**config.mk**
```make
export PLATFORM = sky130hd
export DESIGN_NAME = gtg_divsqrt
export DESIGN_NICKNAME = d
export VERILOG_FILES = /design/src/hw/rtl/gtg_pkg.sv /design/src/hw/rtl/gtg_divsqrt.sv
export SDC_FILE = /design/constraint.sdc
export NUM_CORES = 1
export LEC_CHECK = 0
export BUFFER_PORTS_ARGS = -buffer_cell sky130_fd_sc_hd__buf_2
export CAP_MARGIN = 20
export CORE_UTILIZATION = 45
export CTS_BUF_LIST = sky130_fd_sc_hd__clkbuf_8
export CTS_CLUSTER_DIAMETER = 150
export DETAILED_ROUTE_END_ITERATION = 12
export SLEW_MARGIN = 5
export SYNTH_ARGS = -nofsm -noshare
export SYNTH_HDL_FRONTEND = slang
export SYNTH_SLANG_ARGS = --single-unit
export TNS_END_PERCENT = 20
```
**constraint.sdc**
```tcl
create_clock -name clk_i -period 5.7 [get_ports clk_i]
set_input_delay 0.285 -clock clk_i [delete_from_list [all_inputs] [get_ports clk_i]]
set_output_delay 0.285 -clock clk_i [all_outputs]
set_load 0.02 [all_outputs]
```
**src/hw/rtl/gtg_pkg.sv**
```systemverilog
// Shared types, constants and the arctangent table of the go-to-goal drive controller.
package gtg_pkg;

  localparam int TAB_LEN = 24;

  localparam logic [2:0] CFG_YAW_GAIN    = 3'd0;
  localparam logic [2:0] CFG_LIN_GAIN    = 3'd1;
  localparam logic [2:0] CFG_MAX_YAW     = 3'd2;
  localparam logic [2:0] CFG_MAX_SPEED   = 3'd3;
  localparam logic [2:0] CFG_GOAL_TOL    = 3'd4;
  localparam logic [2:0] CFG_DEAD_OFFSET = 3'd5;
  localparam logic [2:0] CFG_POSE_TMO    = 3'd6;

  localparam logic [2:0] ST_WAIT_INPUT = 3'd0;
  localparam logic [2:0] ST_WAIT_GOAL  = 3'd1;
  localparam logic [2:0] ST_TIMEOUT    = 3'd2;
  localparam logic [2:0] ST_SAFE_STOP  = 3'd3;
  localparam logic [2:0] ST_REACHED    = 3'd4;
  localparam logic [2:0] ST_TRACKING   = 3'd5;
  localparam logic [2:0] ST_ROTATE     = 3'd6;

  localparam logic [16:0] ENTER_TH      = 17'd6371;
  localparam logic [16:0] EXIT_TH       = 17'd3641;
  localparam logic [16:0] TOL_FINAL_MIN = 17'd123;
  localparam logic [16:0] TOL_WAY_MIN   = 17'd184;
  localparam logic [16:0] HS_MIN        = 17'd3277;
  localparam logic [16:0] SLOW_MAX      = 17'd45875;
  localparam logic [16:0] ONE_Q16       = 17'd65536;
  localparam logic signed [25:0] PI_Q16 = 26'sd205887;
  localparam logic signed [43:0] CORDIC_K_Q30 = 44'sd652032874;

  typedef struct packed {
    logic start;
    logic vect;
  } cd_cmd_t;

  typedef struct packed {
    logic start;
    logic is_sqrt;
  } ds_cmd_t;

  function automatic logic [31:0] gtg_atan(input logic [4:0] idx);
    logic [31:0] r;
    unique case (idx)
      5'd0:  r = 32'd536870912;
      5'd1:  r = 32'd316933406;
      5'd2:  r = 32'd167458907;
      5'd3:  r = 32'd85004756;
      5'd4:  r = 32'd42667331;
      5'd5:  r = 32'd21354465;
      5'd6:  r = 32'd10679838;
      5'd7:  r = 32'd5340245;
      5'd8:  r = 32'd2670163;
      5'd9:  r = 32'd1335087;
      5'd10: r = 32'd667544;
      5'd11: r = 32'd333772;
      5'd12: r = 32'd166886;
      5'd13: r = 32'd83443;
      5'd14: r = 32'd41722;
      5'd15: r = 32'd20861;
      5'd16: r = 32'd10430;
      5'd17: r = 32'd5215;
      5'd18: r = 32'd2608;
      5'd19: r = 32'd1304;
      5'd20: r = 32'd652;
      5'd21: r = 32'd326;
      5'd22: r = 32'd163;
      5'd23: r = 32'd81;
      default: r = 32'd0;
    endcase
    return r;
  endfunction

endpackage

```
**src/hw/rtl/gtg_divsqrt.sv**
```systemverilog
// Shared radix-2 restoring divider and square root on one subtractor.
module gtg_divsqrt import gtg_pkg::*; (
  input  logic        clk_i,
  input  logic        rst_ni,
  input  ds_cmd_t     cmd_i,
  input  logic [49:0] opa_i,
  input  logic [24:0] den_i,
  output logic        busy_o,
  output logic [24:0] res_o
);

  localparam logic [4:0] DIV_LAST  = 5'd16;
  localparam logic [4:0] SQRT_LAST = 5'd24;

  logic        busy_q, busy_d, sqrt_q, sqrt_d, ge;
  logic [4:0]  cnt_q, cnt_d;
  logic [41:0] rem_q, rem_d, dsh_q, dsh_d, opa, opb;
  logic [42:0] diff;
  logic [49:0] rad_q, rad_d;
  logic [24:0] qr_q, qr_d;

  always_comb begin
    opa  = sqrt_q ? {rem_q[39:0], rad_q[49:48]} : rem_q;
    opb  = sqrt_q ? {15'd0, qr_q, 2'b01} : dsh_q;
    diff = {1'b0, opa} - {1'b0, opb};
    ge   = ~diff[42];
    busy_d = busy_q;
    sqrt_d = sqrt_q;
    cnt_d  = cnt_q;
    rem_d  = rem_q;
    dsh_d  = dsh_q;
    rad_d  = rad_q;
    qr_d   = qr_q;
    if (cmd_i.start) begin
      busy_d = 1'b1;
      sqrt_d = cmd_i.is_sqrt;
      cnt_d  = cmd_i.is_sqrt ? SQRT_LAST : DIV_LAST;
      rem_d  = cmd_i.is_sqrt ? 42'd0 : opa_i[41:0];
      dsh_d  = {1'b0, den_i, 16'd0};
      rad_d  = opa_i;
      qr_d   = '0;
    end else if (busy_q) begin
      rem_d = ge ? diff[41:0] : opa;
      qr_d  = {qr_q[23:0], ge};
      dsh_d = dsh_q >> 1;
      rad_d = rad_q << 2;
      cnt_d = cnt_q - 1'b1;
      if (cnt_q == 5'd0) busy_d = 1'b0;
    end
  end

  always_ff @(posedge clk_i or negedge rst_ni) begin
    if (!rst_ni) begin
      busy_q <= 1'b0;
      sqrt_q <= 1'b0;
      cnt_q  <= '0;
    end else begin
      busy_q <= busy_d;
      sqrt_q <= sqrt_d;
      cnt_q  <= cnt_d;
    end
  end

  always_ff @(posedge clk_i) begin
    rem_q <= rem_d;
    dsh_q <= dsh_d;
    rad_q <= rad_d;
    qr_q  <= qr_d;
  end

  assign busy_o = busy_q;
  assign res_o  = qr_q;

endmodule

```
; ---- Word level (Yosys, flattened, before mapping)
; Cells that the tools add are included.
; W data, S select, Z words.
[word_totals]
reg_bits = 165
output_inout_bits = 26
wordCells = 29
[op_classes]
n_addsub = 2
mux = 16
n_bitwise = 1
n_reduce_logical = 2
[ops]
columns = op, count
row1 = $mux W42, 5
row2 = $mux W41, 3
row3 = $mux W50, 2
row4 = $sub A42 B41 Y43, 1
row5 = $mux W5, 2
row6 = $logic_not A5 Y1, 1
row7 = $sub A5 B1 Y5 const B, 1
row8 = $mux W4, 1
row9 = $mux W1, 3
row10 = $reduce_bool A2 Y1, 1
row11 = $not A1 Y1, 1

; ---- Depth between registers and ports, before layout
[logic_depth]
ltp_word = 5
ltp_mapped = 17
ltp_nobuf = 12

; ---- Worst setup path after synthesis
; Ideal clock, no wire load.
[synth_timing]
path_kind = reg2reg
startpoint = register sqrt_q
endpoint = register rem_q[13], data pin
t_arrival_ns = 4.003
required_ns = 5.429
setup_slack_ns = 1.425
stages_incl_launch_ff = 18
path_buffers = 6
period_less_slack_ns = 4.275
cell_sequence = dfrtp_1 clkbuf_1 buf_1 clkbuf_1 mux2i_1 ha_1 clkbuf_1 a21o_1 a21o_1 a21o_1 a221oi_2 o221ai_1 o21bai_4 a21o_4 buf_6 buf_8 mux2i_1 o22ai_1
[synth_between]
elab_chain_cells = 5
[synth_lines]
columns = item, line_no
row1 = "start, declared", gtg_divsqrt.sv:15  ; logic busy_q, busy_d, sqrt_q, sqrt_d, ge;
row2 = "start signal, assigned", gtg_divsqrt.sv:59  ; sqrt_q <= sqrt_d;
row3 = $mux W42 or $mux W41 (tied branches), "gtg_divsqrt.sv:23, gtg_divsqrt.sv:24"
row4 = $sub A42 B41 Y43, gtg_divsqrt.sv:25  ; diff = {1'b0, opa} - {1'b0, opb};
row5 = $mux W42 *, gtg_divsqrt.sv:43  ; rem_d = ge ? diff[41:0] : opa;
row6 = $mux W42 *, gtg_divsqrt.sv:42  ; end else if (busy_q) begin
row7 = $mux W42 *, gtg_divsqrt.sv:34  ; if (cmd_i.start) begin
row8 = named net rem_d[13], gtg_divsqrt.sv:17  ; logic [41:0] rem_q, rem_d, dsh_q, dsh_d, opa, opb;
row9 = "end signal, assigned", gtg_divsqrt.sv:65  ; rem_q <= rem_d;
row10 = "end, declared", gtg_divsqrt.sv:17
; Mark *: on every way through the listed nets, which the timed path passes. The rest lies on a longest branch. The select of a mux whose other input is x is not followed.
; A chain may end at the register's enable or synchronous reset.

; ---- Worst setup path in the final report
[layout_timing]
startpoint = register sqrt_q
endpoint = register rem_q[1], data pin
; Same word-level chain as after synthesis.

==> run summary <==
• 1036 — count of mapped cells out of synthesis
• 17 — total clock buffers created by CTS
• register — element type at the critical path end
• 165 — flops & latches, synth
• 4.72 ns — Min Clock Period, post-route
• buf_4 -> mux2i_1 -> ha_1 -> a21o_1 -> a21o_1 -> a21o_1 -> a221oi_2 -> o221ai_1 -> o21bai_4 -> a21oi_2 -> buf_4 -> nand2_1 -> a32o_1 — series of cell instances along the critical path
• 0 — setup bufs post-CTS
• 0 — antenna cell count
• 19.3% — layout cells sized above 1
• 153 µm — die outline height
• 10200 µm² — Mapped Area
• 0.873 — final weighted congestion of routability-driven global placement
• 1159 — number of nets produced by synthesis
• 1.08 ns — Worst-Margin Slew
• 0 — DRC errors left
• 9 — first-pass iteration count of the detailed router
• done — TritonCTS clock tree
• 39700 µm — wire length of the first global-routing pass
• 0.0928 ns — worst hold slack after final layout
• 0.0121 ns — skew final
• 7817 — total vias in the final route
• 4 — # H-tree levels
• 105 — count of boundary I/O pins
• 0 ns — Fin Setup TNS
• 91 — pin count of the biggest net entering global routing
• 17.5 µm — detailed-route wire length per cell
• 0 — total congestion overflow after global routing
• 0 — number of maximum-capacitance constraint violations
• 0.09 ns — clock transition time at the flip-flop clock pins of the worst setup and hold paths
• 0 — final count of pins violating max slew
• 1397 — final cell count without fillers
• sky130_fd_sc_hd__edfxtp_1 — Top FF cell, synth
• 63 — maximum net fanout on the critical path
• 0 — residual antenna-violating net count after detailed routing
• 117 — number of flops mapped to enable cells by yosys
• false — RSZ-0062 raised after global routing
• 1227 — fin nets
• 104 — number of input and output port buffers inserted
• sky130_fd_sc_hd__clkbuf_8 — Clock Root Buffer
• 7395 — via count of the first global-routing pass
• 4.24% — Async SR Flop Fraction
• register — Critical Path Start Type
• 9.87 µm² — mean cell area of the mapped netlist
• 23300 µm² — area of the die
• 0.47 ns — clock insertion delay at the later pin of the skew report
• 0 — Setup violations, final
• 71 — Cell variety after synth
• 22000 µm² — total core area
• 2 — CTS Buffer Depth
• 165 — Sink Count
• 1364 — Post-Place Cells
• 5.92 ns — required time worst endpoint
• 0 — count of yosys warnings during synthesis
• 1.03 ns — biggest cell delay along the critical path
• input port to register — worst min path class
• sky130_fd_sc_hd__a21o_1 — most prevalent standard cell on the critical path
• 4.94 ns — Worst Path Arrival
• 27.8% — max_slew headroom
• completed — outcome
• 46.4% — initial standard-cell utilization of the core
• 423 — initial detailed-routing violation count
• 0 — number of antenna violations at the first check in global routing
• 21.4% — overall routing resource usage
• 17000 µm — DP Wirelength
• 54 — number of standard-cell rows in the floorplan
• 153 µm — die extent in x
• 10.8% — Area growth syn-to-layout
• 212 MHz — maximum clock rate
• 82.8% — ratio of final minimum period to clock period
• sky130_fd_sc_hd__dfrtp_4 — slowest CP cell
• 24500 µm — sum of routed wire length over all layers
• 5.60 — Via density
• 5.10 nW — LEAKAGE
• 0.000188 V — VDD IR-drop max
• 516 nW/µm² — power density of the placed cells
• register to register — worst setup path category
• 44.1% — post-synthesis sequential area ratio
• 0 — final hold violation count
-- per-layer routing --
metal | global-route usage [%] | part of all wire, %
met5 | 0 | 0
met4 | 5.63 | 1.2
met3 | 3.07 | 3.7
met2 | 32.2 | 44
met1 | 32.0 | 51
-- power breakdown --
| part | internal (W) | switching, W |
|---|---|---|
| logic | 0.00135 | 0.00178 |
| clock network | 0.000487 | 0.000457 |
| registers | 0.00161 | 0.000166 |
| total | 0.00345 | 0.00240 |
-- cell usage in the layout (no fill, tap or decap), types with 11 or more instances in the layout --
master | Yosys | layout
sky130_fd_sc_hd__a21o_1 | 25 | 25
sky130_fd_sc_hd__a21oi_1 | 56 | 56
sky130_fd_sc_hd__buf_2 | 4 | 103
sky130_fd_sc_hd__clkbuf_8 | 0 | 18
sky130_fd_sc_hd__dfxtp_1 | 41 | 41
sky130_fd_sc_hd__edfxtp_1 | 117 | 117
sky130_fd_sc_hd__ha_1 | 43 | 43
sky130_fd_sc_hd__inv_1 | 39 | 41
sky130_fd_sc_hd__mux2_2 | 58 | 58
sky130_fd_sc_hd__mux2i_1 | 81 | 81
sky130_fd_sc_hd__nand2_1 | 116 | 116
sky130_fd_sc_hd__nand2b_1 | 20 | 20
sky130_fd_sc_hd__nand3_1 | 11 | 11
sky130_fd_sc_hd__nor2_1 | 94 | 94
sky130_fd_sc_hd__o21a_1 | 11 | 11
sky130_fd_sc_hd__o21ai_0 | 82 | 82
sky130_fd_sc_hd__o22ai_1 | 13 | 13
sky130_fd_sc_hd__o32ai_1 | 15 | 15
sky130_fd_sc_hd__xnor2_1 | 19 | 19
sky130_fd_sc_hd__xor2_1 | 15 | 15
-- per-stage QoR --
stage	utilization (%)	power (W)	worst slack [ns]	cell area, µm²
after global routing	51.4	0.00630	0.702	11300
after floorplan	-	0.00425	1.43	10200
final	51.4	0.00585	0.980	11300
after detailed placement	49.4	0.00489	1.06	10900
after CTS	51.4	0.00585	0.987	11300
after global placement	49.4	0.00488	1.17	10900
-- worst paths after layout --
kind	startpoint	cells after the start	to	slack [ns]
max	sqrt_q$_DFFE_PN0P_	13	rem_q[1]$_DFFE_PP_	0.98
min in group asynchronous	rst_ni	2	cnt_q[1]$_DFFE_PN0P_	0.17
min	den_i[18]	3	dsh_q[34]$_DFFE_PP_	0.09
min reg2reg	dsh_q[0]$_SDFFE_PP0P_	2	dsh_q[0]$_SDFFE_PP0P_	0.51
max in group asynchronous	rst_ni	2	sqrt_q$_DFFE_PN0P_	5.35
max reg2reg	sqrt_q$_DFFE_PN0P_	13	rem_q[1]$_DFFE_PP_	0.98
-- sequential cells by signal (all words and copies together), names as in the netlist --
signal  flops
rad_q      50
sqrt_q      1
busy_o      1
dsh_q      41
rem_q      42
cnt_q       5
res_o      25
-- area by class of cell --
| class | instances | area, µm² |
|---|---|---|
| inverter | 41 | 154 |
| fill | 2072 | 10700 |
| sequential | 165 | 4520 |
| timing repair buffer | 112 | 589 |
| clock inverter | 14 | 184 |
| tap | 280 | 350 |
| clock buffer | 18 | 248 |
| multi-input combinational | 767 | 5290 |
-- cell usage after synthesis, drive strengths merged, types with 3 or more instances --
cell type	instances	area, µm²
a211o	5	43.8
a211oi	5	37.5
a21boi	4	30.0
a21o	26	203
a21oi	57	289
a31oi	8	50.1
and2	5	31.3
and3	5	31.3
buf	21	118
clkbuf	42	158
dfrtp	7	175
dfxtp	41	821
edfxtp	117	3510
ha	43	538
inv	39	146
mux2	58	653
mux2i	81	811
nand2	116	435
nand2b	20	125
nand3	13	75.1
nand4	6	37.5
nor2	96	370
nor2b	5	31.3
nor3	7	35.0
o2111ai	3	26.3
o21a	11	82.6
o21ai	84	420
o21bai	3	33.8
o22ai	13	81.3
o32ai	16	148
or2	3	18.8
or3	8	50.1
xnor2	19	166
xor2	15	131
-- critical path: cells and delay by family, from the launching register on --
family	cells	cell delay (ns)
flip-flops	1	1.03
buffers and inverters	2	0.71
multiplexers	1	0.25
AO/OA/AOI/OAI	8	2.05
adder cells (fa/ha/maj)	1	0.33
AND/OR/NAND/NOR	1	0.08
-- cells by family after synthesis --
logic type	count (synthesis)	share of synthesized area [%]
adders and majority gates	44	5.46
buffers and inverters	104	4.20
muxes	139	14.3
xor gates and xnor gates	34	2.91
and+or+nand+nor	291	12.7
AOI/OAI and AO/OA	259	16.3
DFF	165	44.1
-- timing repair --
action	in CTS	in global routing
hold buffers	1	0
hold endpoints to repair	7	0
gates resized for setup	0	0
No activity file was read; power rests on OpenSTA's default activity.
