`src/hw/rtl/gtg_pkg.sv`:
```
// Shared types, constants and the arctangent table of the go-to-goal drive controller.
package gtg_pkg;

  localparam int TAB_LEN = 24;

  localparam logic [2:0] CFG_YAW_GAIN    = 3'd0;
  localparam logic [2:0] CFG_LIN_GAIN    = 3'd1;
  localparam logic [2:0] CFG_MAX_YAW     = 3'd2;
  localparam logic [2:0] CFG_MAX_SPEED   = 3'd3;
  localparam logic [2:0] CFG_GOAL_TOL    = 3'd4;
  localparam logic [2:0] CFG_DEAD_OFFSET = 3'd5;
  localparam logic [2:0] CFG_POSE_TMO    = 3'd6;

  localparam logic [2:0] ST_WAIT_INPUT = 3'd0;
  localparam logic [2:0] ST_WAIT_GOAL  = 3'd1;
  localparam logic [2:0] ST_TIMEOUT    = 3'd2;
  localparam logic [2:0] ST_SAFE_STOP  = 3'd3;
  localparam logic [2:0] ST_REACHED    = 3'd4;
  localparam logic [2:0] ST_TRACKING   = 3'd5;
  localparam logic [2:0] ST_ROTATE     = 3'd6;

  localparam logic [16:0] ENTER_TH      = 17'd6371;
  localparam logic [16:0] EXIT_TH       = 17'd3641;
  localparam logic [16:0] TOL_FINAL_MIN = 17'd123;
  localparam logic [16:0] TOL_WAY_MIN   = 17'd184;
  localparam logic [16:0] HS_MIN        = 17'd3277;
  localparam logic [16:0] SLOW_MAX      = 17'd45875;
  localparam logic [16:0] ONE_Q16       = 17'd65536;
  localparam logic signed [25:0] PI_Q16 = 26'sd205887;
  localparam logic signed [43:0] CORDIC_K_Q30 = 44'sd652032874;

  typedef struct packed {
    logic start;
    logic vect;
  } cd_cmd_t;

  typedef struct packed {
    logic start;
    logic is_sqrt;
  } ds_cmd_t;

  function automatic logic [31:0] gtg_atan(input logic [4:0] idx);
    logic [31:0] r;
    unique case (idx)
      5'd0:  r = 32'd536870912;
      5'd1:  r = 32'd316933406;
      5'd2:  r = 32'd167458907;
      5'd3:  r = 32'd85004756;
      5'd4:  r = 32'd42667331;
      5'd5:  r = 32'd21354465;
      5'd6:  r = 32'd10679838;
      5'd7:  r = 32'd5340245;
      5'd8:  r = 32'd2670163;
      5'd9:  r = 32'd1335087;
      5'd10: r = 32'd667544;
      5'd11: r = 32'd333772;
      5'd12: r = 32'd166886;
      5'd13: r = 32'd83443;
      5'd14: r = 32'd41722;
      5'd15: r = 32'd20861;
      5'd16: r = 32'd10430;
      5'd17: r = 32'd5215;
      5'd18: r = 32'd2608;
      5'd19: r = 32'd1304;
      5'd20: r = 32'd652;
      5'd21: r = 32'd326;
      5'd22: r = 32'd163;
      5'd23: r = 32'd81;
      default: r = 32'd0;
    endcase
    return r;
  endfunction

endpackage

```
`src/hw/rtl/gtg_cordic.sv`:
```
// Iterative CORDIC, one micro-rotation per cycle, vectoring or rotation mode.
module gtg_cordic import gtg_pkg::*; #(
  parameter int Iterations = 16
) (
  input  logic               clk_i,
  input  logic               rst_ni,
  input  cd_cmd_t            cmd_i,
  input  logic signed [24:0] dx_i,
  input  logic signed [24:0] dy_i,
  input  logic        [16:0] ang_i,
  output logic               busy_o,
  output logic signed [43:0] x_o,
  output logic        [32:0] z_o
);

  localparam int N  = (Iterations > TAB_LEN) ? TAB_LEN : Iterations;
  localparam int CW = $clog2(N);

  logic          busy_q, busy_d, vect_q, vect_d;
  logic [CW-1:0] cnt_q, cnt_d;
  logic signed [43:0] x_q, x_d, y_q, y_d, xs, ys, x0, y0;
  logic [32:0] z_q, z_d, at;
  logic        neg;

  always_comb begin
    xs  = x_q >>> cnt_q;
    ys  = y_q >>> cnt_q;
    neg = vect_q ? y_q[43] : ~z_q[32];
    at  = {1'b0, gtg_atan(5'(cnt_q))};
    x0  = {{3{dx_i[24]}}, dx_i, 16'd0};
    y0  = {{3{dy_i[24]}}, dy_i, 16'd0};
    busy_d = busy_q;
    vect_d = vect_q;
    cnt_d  = cnt_q;
    x_d = x_q;
    y_d = y_q;
    z_d = z_q;
    if (cmd_i.start) begin
      busy_d = 1'b1;
      vect_d = cmd_i.vect;
      cnt_d  = '0;
      if (cmd_i.vect) begin
        if (!dx_i[24]) begin
          x_d = x0;
          y_d = y0;
          z_d = 33'd0;
        end else if (!dy_i[24]) begin
          x_d = y0;
          y_d = -x0;
          z_d = 33'h040000000;
        end else begin
          x_d = -y0;
          y_d = x0;
          z_d = 33'h0C0000000;
        end
      end else begin
        x_d = CORDIC_K_Q30;
        y_d = '0;
        z_d = {ang_i, 16'd0};
      end
    end else if (busy_q) begin
      if (neg) begin
        x_d = x_q - ys;
        y_d = y_q + xs;
        z_d = z_q - at;
      end else begin
        x_d = x_q + ys;
        y_d = y_q - xs;
        z_d = z_q + at;
      end
      cnt_d = cnt_q + 1'b1;
      if (cnt_q == CW'(N - 1)) busy_d = 1'b0;
    end
  end

  always_ff @(posedge clk_i or negedge rst_ni) begin
    if (!rst_ni) begin
      busy_q <= 1'b0;
      vect_q <= 1'b0;
      cnt_q  <= '0;
    end else begin
      busy_q <= busy_d;
      vect_q <= vect_d;
      cnt_q  <= cnt_d;
    end
  end

  always_ff @(posedge clk_i) begin
    x_q <= x_d;
    y_q <= y_d;
    z_q <= z_d;
  end

  assign busy_o = busy_q;
  assign x_o    = x_q;
  assign z_o    = z_q;

endmodule

```
`config.mk`:
```
export PLATFORM = sky130hd
export DESIGN_NAME = gtg_cordic
export DESIGN_NICKNAME = d
export VERILOG_FILES = /design/src/hw/rtl/gtg_pkg.sv /design/src/hw/rtl/gtg_cordic.sv
export SDC_FILE = /design/constraint.sdc
export NUM_CORES = 1
export LEC_CHECK = 0
export BUFFER_PORTS_ARGS = -buffer_cell sky130_fd_sc_hd__buf_2
export CORE_MARGIN = 2
export CORE_UTILIZATION = 45
export CTS_CLUSTER_DIAMETER = 150
export CTS_CLUSTER_SIZE = 24
export DETAILED_ROUTE_END_ITERATION = 16
export GPL_TIMING_DRIVEN = 0
export SYNTH_ARGS = -nofsm -noshare
export SYNTH_HDL_FRONTEND = slang
export SYNTH_SLANG_ARGS = --single-unit
```
`constraint.sdc`:
```
create_clock -name clk_i -period 9.05 [get_ports clk_i]
set_input_delay 2.715 -clock clk_i [delete_from_list [all_inputs] [get_ports clk_i]]
set_output_delay 2.715 -clock clk_i [all_outputs]
set_load 0.05 [all_outputs]
```
# Word-level counts from Yosys, hierarchy flattened
# Memory sizes are Yosys's and may differ from the RTL's.
# Cells that the tools add are included.
word_totals:
  n_memories: 1
  output_inout_bits: 78
  register_bits: 127
  rom_bits: 480
op_classes:
  n_reduce_logical: 1
  n_shift: 2
  n_eq_ne: 1
  n_addsub: 9
  n_mux: 24
  n_bitwise: 1
memory_table:
  columns: ["name", "words", "width", "read_ports", "rd_ports_with_merged_regs", "write_ports", "line_no", "source"]
  rows:
  - ["(name not given)", 16, 30, 1, 0, 0, "gtg_pkg.sv:44", "unique case (idx)"]
op_table:
  columns: ["operator", "count"]
  rows:
  - ["2-to-1 mux 44 bit", 12]
  - ["2-to-1 mux 33 bit", 4]
  - ["adder 44 bit", 2]
  - ["negator 41 -> 44 bit", 2]
  - [">>> shifter 44 x 4 -> 44 bit", 2]
  - ["subtractor 44 bit", 2]
  - ["2-to-1 mux 32 bit", 2]
  - ["adder 33 x 32 -> 33 bit", 1]
  - ["subtractor 33 x 32 -> 33 bit", 1]
  - ["2-to-1 mux 4 bit", 2]
  - ["adder 4 x 1 -> 4 bit, second input constant", 1]
  - ["== test 4 bit, second input constant", 1]
  - ["2-to-1 mux 1 bit", 4]
  - ["nonzero test 2 bit", 1]
  - ["NOT 1 bit", 1]

# Logic depth before layout (Yosys ltp)
logic_depth:
  word_depth: 5
  ltp_mapped: 31

# Worst setup path after synthesis
# No wires, ideal clock.
synth_timing:
  path_kind: "reg2reg"
  start: "register cnt_q[1]"
  end: "register z_q[32] (netlist: z_o[32]), data pin"
  arrival_ns: 6.563
  setup_ns: 0.264
  required_time_ns: 8.786
  stages_incl_launch_ff: 29
  slack_ns: 2.223
  path_cell_list: "dfrtp_1 > buf_2 > inv_2 > buf_1 > clkbuf_1 > buf_1 > clkbuf_1 > ha_1 > clkbuf_1 > nand2_1 > o21ai_1 > nor2_1 > a31oi_1 > or3b_1 > nor2_1 > a21oi_1 > xor2_1 > ha_1 > a21o_1 > a21o_1 > a21o_1 > a21o_1 > a221oi_1 > o21ai_0 > a21o_1 > a311o_1 > a221oi_1 > xnor2_1 > o21ai_1"
synth_via:
  elab_chain_len: 5
synth_lines:
  columns: ["element", "line_no", "source"]
  rows:
  - ["start: declaration", "gtg_cordic.sv:20", "logic [CW-1:0] cnt_q, cnt_d;"]
  - ["start signal: assignment", "gtg_cordic.sv:84", "cnt_q <= cnt_d;"]
  - ["memory (16 x 30 bit) *", null, null]
  - ["adder 33 x 32 -> 33 bit / subtractor 33 x 32 -> 33 bit (equally long branches)", "gtg_cordic.sv:69, gtg_cordic.sv:65", null]
  - ["2-to-1 mux 33 bit *", "gtg_cordic.sv:62", "if (neg) begin"]
  - ["2-to-1 mux 33 bit *", "gtg_cordic.sv:61", "end else if (busy_q) begin"]
  - ["2-to-1 mux 33 bit *", "gtg_cordic.sv:38", "if (cmd_i.start) begin"]
  - ["net z_d[32]", "gtg_cordic.sv:22", "logic [32:0] z_q, z_d, at;"]
  - ["end signal: assignment", "gtg_cordic.sv:91", "z_q <= z_d;"]
  - ["end: declaration", "gtg_cordic.sv:22", null]
# Mark *: on every way through the listed nets, which the timed path passes. The rest lies on a longest branch. The select of a mux whose other input is x is not followed.
# A chain may end at the register's enable or synchronous reset.

# Worst setup path after layout
layout_timing:
  start: "register cnt_q[2]"
  end: "register x_q[41] (netlist: x_o[41]), data pin"
layout_via:
  elab_chain_len: 5
layout_lines:
  columns: ["element", "line_no", "source"]
  rows:
  - [">>> shifter 44 x 4 -> 44 bit *", "gtg_cordic.sv:27", "ys = y_q >>> cnt_q;"]
  - ["adder 44 bit / subtractor 44 bit (equally long branches)", "gtg_cordic.sv:67, gtg_cordic.sv:63", null]
  - ["2-to-1 mux 44 bit *", "gtg_cordic.sv:62", null]
  - ["2-to-1 mux 44 bit *", "gtg_cordic.sv:61", null]
  - ["2-to-1 mux 44 bit *", "gtg_cordic.sv:38", null]
  - ["net x_d[41]", "gtg_cordic.sv:21", "logic signed [43:0] x_q, x_d, y_q, y_d, xs, ys, x0, y0;"]
  - ["end signal: assignment", "gtg_cordic.sv:89", "x_q <= x_d;"]
  - ["end: declaration", "gtg_cordic.sv:21", null]
# Marks and branches as above.

==> summary by stage <==
Run status
The flow ran to the end, and the final reports show no timing, DRC or antenna violations.

Critical path
The critical path starts at cnt_q[2]. The count of buffer and inverter cells on the critical path is 6. In this run the number of cells on the critical path is 26. The family of cells with the greatest summed delay on the critical path is buffers and inverters. The depth of the worst register-to-register path is 26. The critical path is of the flip-flop to flip-flop type.

The largest individual stage delay along the critical path comes from the cell clkbuf_1. The critical path capture point type is a flip-flop. The startpoint type of the worst setup path is a flip-flop. The library cell appearing most often on the critical path is a21oi_1. In this run the critical register-to-register path is launched from cnt_q[2].

Data on the critical path arrives at its endpoint at 9.08 ns. The largest incremental delay on the critical path is between 0.8 and 0.9 ns. The endpoint required time on the critical path is a little over 9 ns. In this run the worst path has a maximum fanout of 10.

Clock tree
Buffers added to address setup during post-CTS repair amount to 0. No sink is reached through more buffers than the 2 on the longest clock path. The clock sink count is about 130. The clock latency on the worst-skew pair is 0.50 ns. The H-tree was split into 4 levels. The library cell used as clock root buffer is clkbuf_16. The hold buffer count at CTS is 0. TritonCTS built the clock tree. In this run, CTS created clock tree buffers numbering 17. Clock-pin slew was measured on the worst setup and hold paths at 0.06 ns.

Die
During I/O placement, the number of pins put on the boundary was 149. The die height is 217 um. The die outline area is around 47000 um2. After floorplanning, the core was sized to cover ~44000 um2. The horizontal die dimension is 217 um.

Row generation in the floorplan step produced between 70 and 80 rows. The initial utilization of the core area, before any placement, comes to 0.458.

Yosys
The synthesized design contains between 100 and 150 register bits. The number of warnings printed during yosys synthesis is 0. The synthesized netlist occupies a cell area of around 20000 um2. The average instance in the mapped netlist occupies 8.32 um2. The fraction of synthesized cell area taken by the top area cell type is 0.179. The number of different library cells in the post-synthesis netlist is 89. The number of enable flip-flop cells after synthesis is 121. For this run, the register share of the synthesized area comes to 0.186. The share of flip-flops with an asynchronous set or reset is 0.0472. In the synthesized netlist, the cells that appear most often are nand2_1 (268), a21oi_1 (192), o21ai_0 (177). The most repeated cell in the gate-level netlist after synthesis is nand2_1. In the synthesized netlist the dominant register cell turns out to be edfxtp_1. The number of nets produced by synthesis is 2654.

Counting every instance in the synthesized netlist gives between 2000 and 2500. The cell taking the most area after synthesis is edfxtp_1. After synthesis, the cell types taking the most area are edfxtp_1 (18%), mux4_2 (10%), ha_1 (8.4%).

GRT
The number of global-route vias before repair was roughly 21000. The first-pass GRT wire length is about 140 mm. The maximum number of pins on one net before global-route repair is 60. For met2 alone, demand over resource in global routing was 0.637. In the global route stage, met1 resource usage came out at 0.479. In the global route stage, overall resource usage came out at 0.404. After global routing the overflow that remains totals 0.

The global routing usage on met3 is 0.122. The number of antenna violations at the first check in global routing was 2. The most utilized layer in the global route result is met2.

STA
The count of endpoints failing setup in the final report is 0. Setup repair after global routing could not meet its margin everywhere. The post-route clock period utilization is 0.976. The post-route setup TNS is 0 ns.

Derived from the worst setup path, the maximum achievable clock frequency is 0.113 GHz. After layout, the minimum clock period comes to ~8.8 ns. The number of pins with negative max-slew slack in the final report is 0. The actual slew at the worst max-slew pin is around 1.3 ns. The hold violation count in the final report came to 0. The largest clock skew in the final design is between 0.02 and 0.025 ns. The worst-case headroom to the max-slew limit is 0.154.

Route
For this run, design rule violations remaining after detail routing come to 0. In this run, the number of DRC markers left after iteration 0 of detailed routing was 2400. The number of iterations in the first detailed-routing pass is 5. The overall via count from detail_route is about 21000.

The routed length per instance is 29.8 um. The via density per instance is between 6 and 7. Wires add up to between 90 and 100 mm. In this run the remaining antenna-violating nets after routing total 0.

Run
The max-cap violation count is 0.

Hold path
The number of stages on the worst hold path is 1. In this run the most critical hold path is launched from vect_q. The worst hold path belongs to the class flip-flop to flip-flop.

Placement
Routability-driven placement finished with a final weighted congestion of 1.04. The half-perimeter wire length after detailed placement is ~75 mm. Port buffering added 146 buffers.

Layout
The share of post-route cells with drive strength above 1 is 0.152. The number of antenna repair diodes is 0. In the final design database the tool counted 2819 nets. The relative area change from synthesis to final layout is 10.9%.
==> per-layer routing <==
metal | up-vias | wire length, um
met5 | - | 0
met4 | 0 | 6620
met3 | 337 | 10100
met2 | 1325 | 42600
met1 | 10200 | 36400
li1 | 9461 | -
==> through the flow <==
stage	hold slack (ns)	instances	util	area (um2)	setup slack [ns]
after floorplan	0.473	2444	-	20300	2.22
after global placement	0.489	3182	0.491	21800	-1.09
after detailed placement	0.497	3184	0.492	21900	-1.02
after CTS	0.510	3215	0.507	22500	0.133
after global routing	0.537	3213	0.507	22500	-0.125
final	0.510	3213	0.507	22500	0.219
==> cell usage in the layout, fill, tap and decap left out, types with 13 or more instances in the layout <==
master     count
a211oi_1      21
a21o_1        78
a21oi_1      192
a22oi_1       14
a31oi_1       37
and2_1        14
and3_1        23
buf_1         22
buf_2        166
clkbuf_1      78
clkbuf_16     17
edfxtp_1     121
ha_1         136
inv_1         58
mux2_2        42
mux2i_1       79
mux4_2        90
nand2_1      268
nand2b_1      36
nand3_1       44
nand4_1       26
nor2_1       176
nor2b_1       42
nor3_1        33
o211ai_1      16
o21a_1        23
o21ai_0      177
o21ai_1       28
o21bai_1      16
o22ai_1       41
o31ai_1       19
or2_2         13
or3_1         15
xnor2_1      139
xor2_1       116
==> worst register-to-register path, cell delays in order, from the launching register on <==
cell	delay [ns]
dfrtp_1	0.37
buf_2	0.20
inv_2	0.23
buf_1	0.81
clkbuf_1	0.74
clkbuf_1	0.89
and3_1	0.33
a31oi_1	0.08
inv_1	0.10
ha_1	0.17
nand2_1	0.11
nor3_4	0.41
and2_1	0.45
a21oi_1	0.14
xor2_1	0.31
ha_1	0.35
a21oi_1	0.22
o21ai_0	0.11
a221o_1	0.35
a21oi_1	0.20
o41ai_2	0.20
nor2_1	0.29
o21ai_0	0.32
a211o_1	0.37
a21o_1	0.23
a41oi_1	0.27
mux2_2	0.36
==> timing repair <==
item | CTS | global route
setup endpoints to repair | 27 | 11
hold endpoints to repair | 0 | 0
gates resized for setup | 11 | 6
==> sequential cells by signal (all words and copies together), names as in the netlist <==
signal / cells
busy_o: 1
cnt_q: 4
vect_q: 1
x_o: 44
y_q: 44
z_o: 33
==> area by class of cell <==
cell class / instances / area [um2]
clock buffer: 18 / 429
buffer: 145 / 684
inverter: 65 / 244
timing repair buffer: 148 / 786
tap: 592 / 741
multi-input combinational: 2105 / 15700
fill: 4285 / 21900
sequential: 127 / 3780
clock inverter: 13 / 213
==> kinds of logic after synthesis <==
| logic type | after synthesis | share of synthesized area |
|---|---|---|
| multiplexers | 224 | 0.170 |
| XOR/XNOR | 255 | 0.110 |
| buffers and inverters | 212 | 0.0455 |
| flip-flops | 127 | 0.186 |
| adder cells (fa/ha/maj) | 139 | 0.0867 |
| AO/OA/AOI/OAI | 745 | 0.229 |
| AND/OR/NAND/NOR | 742 | 0.173 |
==> final timing paths <==
check,endpoint,slack [ns]
worst max register to register,x_o[41],0.22
worst min register to register,vect_q,0.51
worst max-delay path,x_o[41],0.22
min in group asynchronous,cnt_q[2],2.06
max in group asynchronous,cnt_q[3],6.82
worst min-delay path,vect_q,0.51
Power is left out: the tool's default activity adds up to more than one toggle a clock period on the data nets, which glitch-free logic cannot reach.
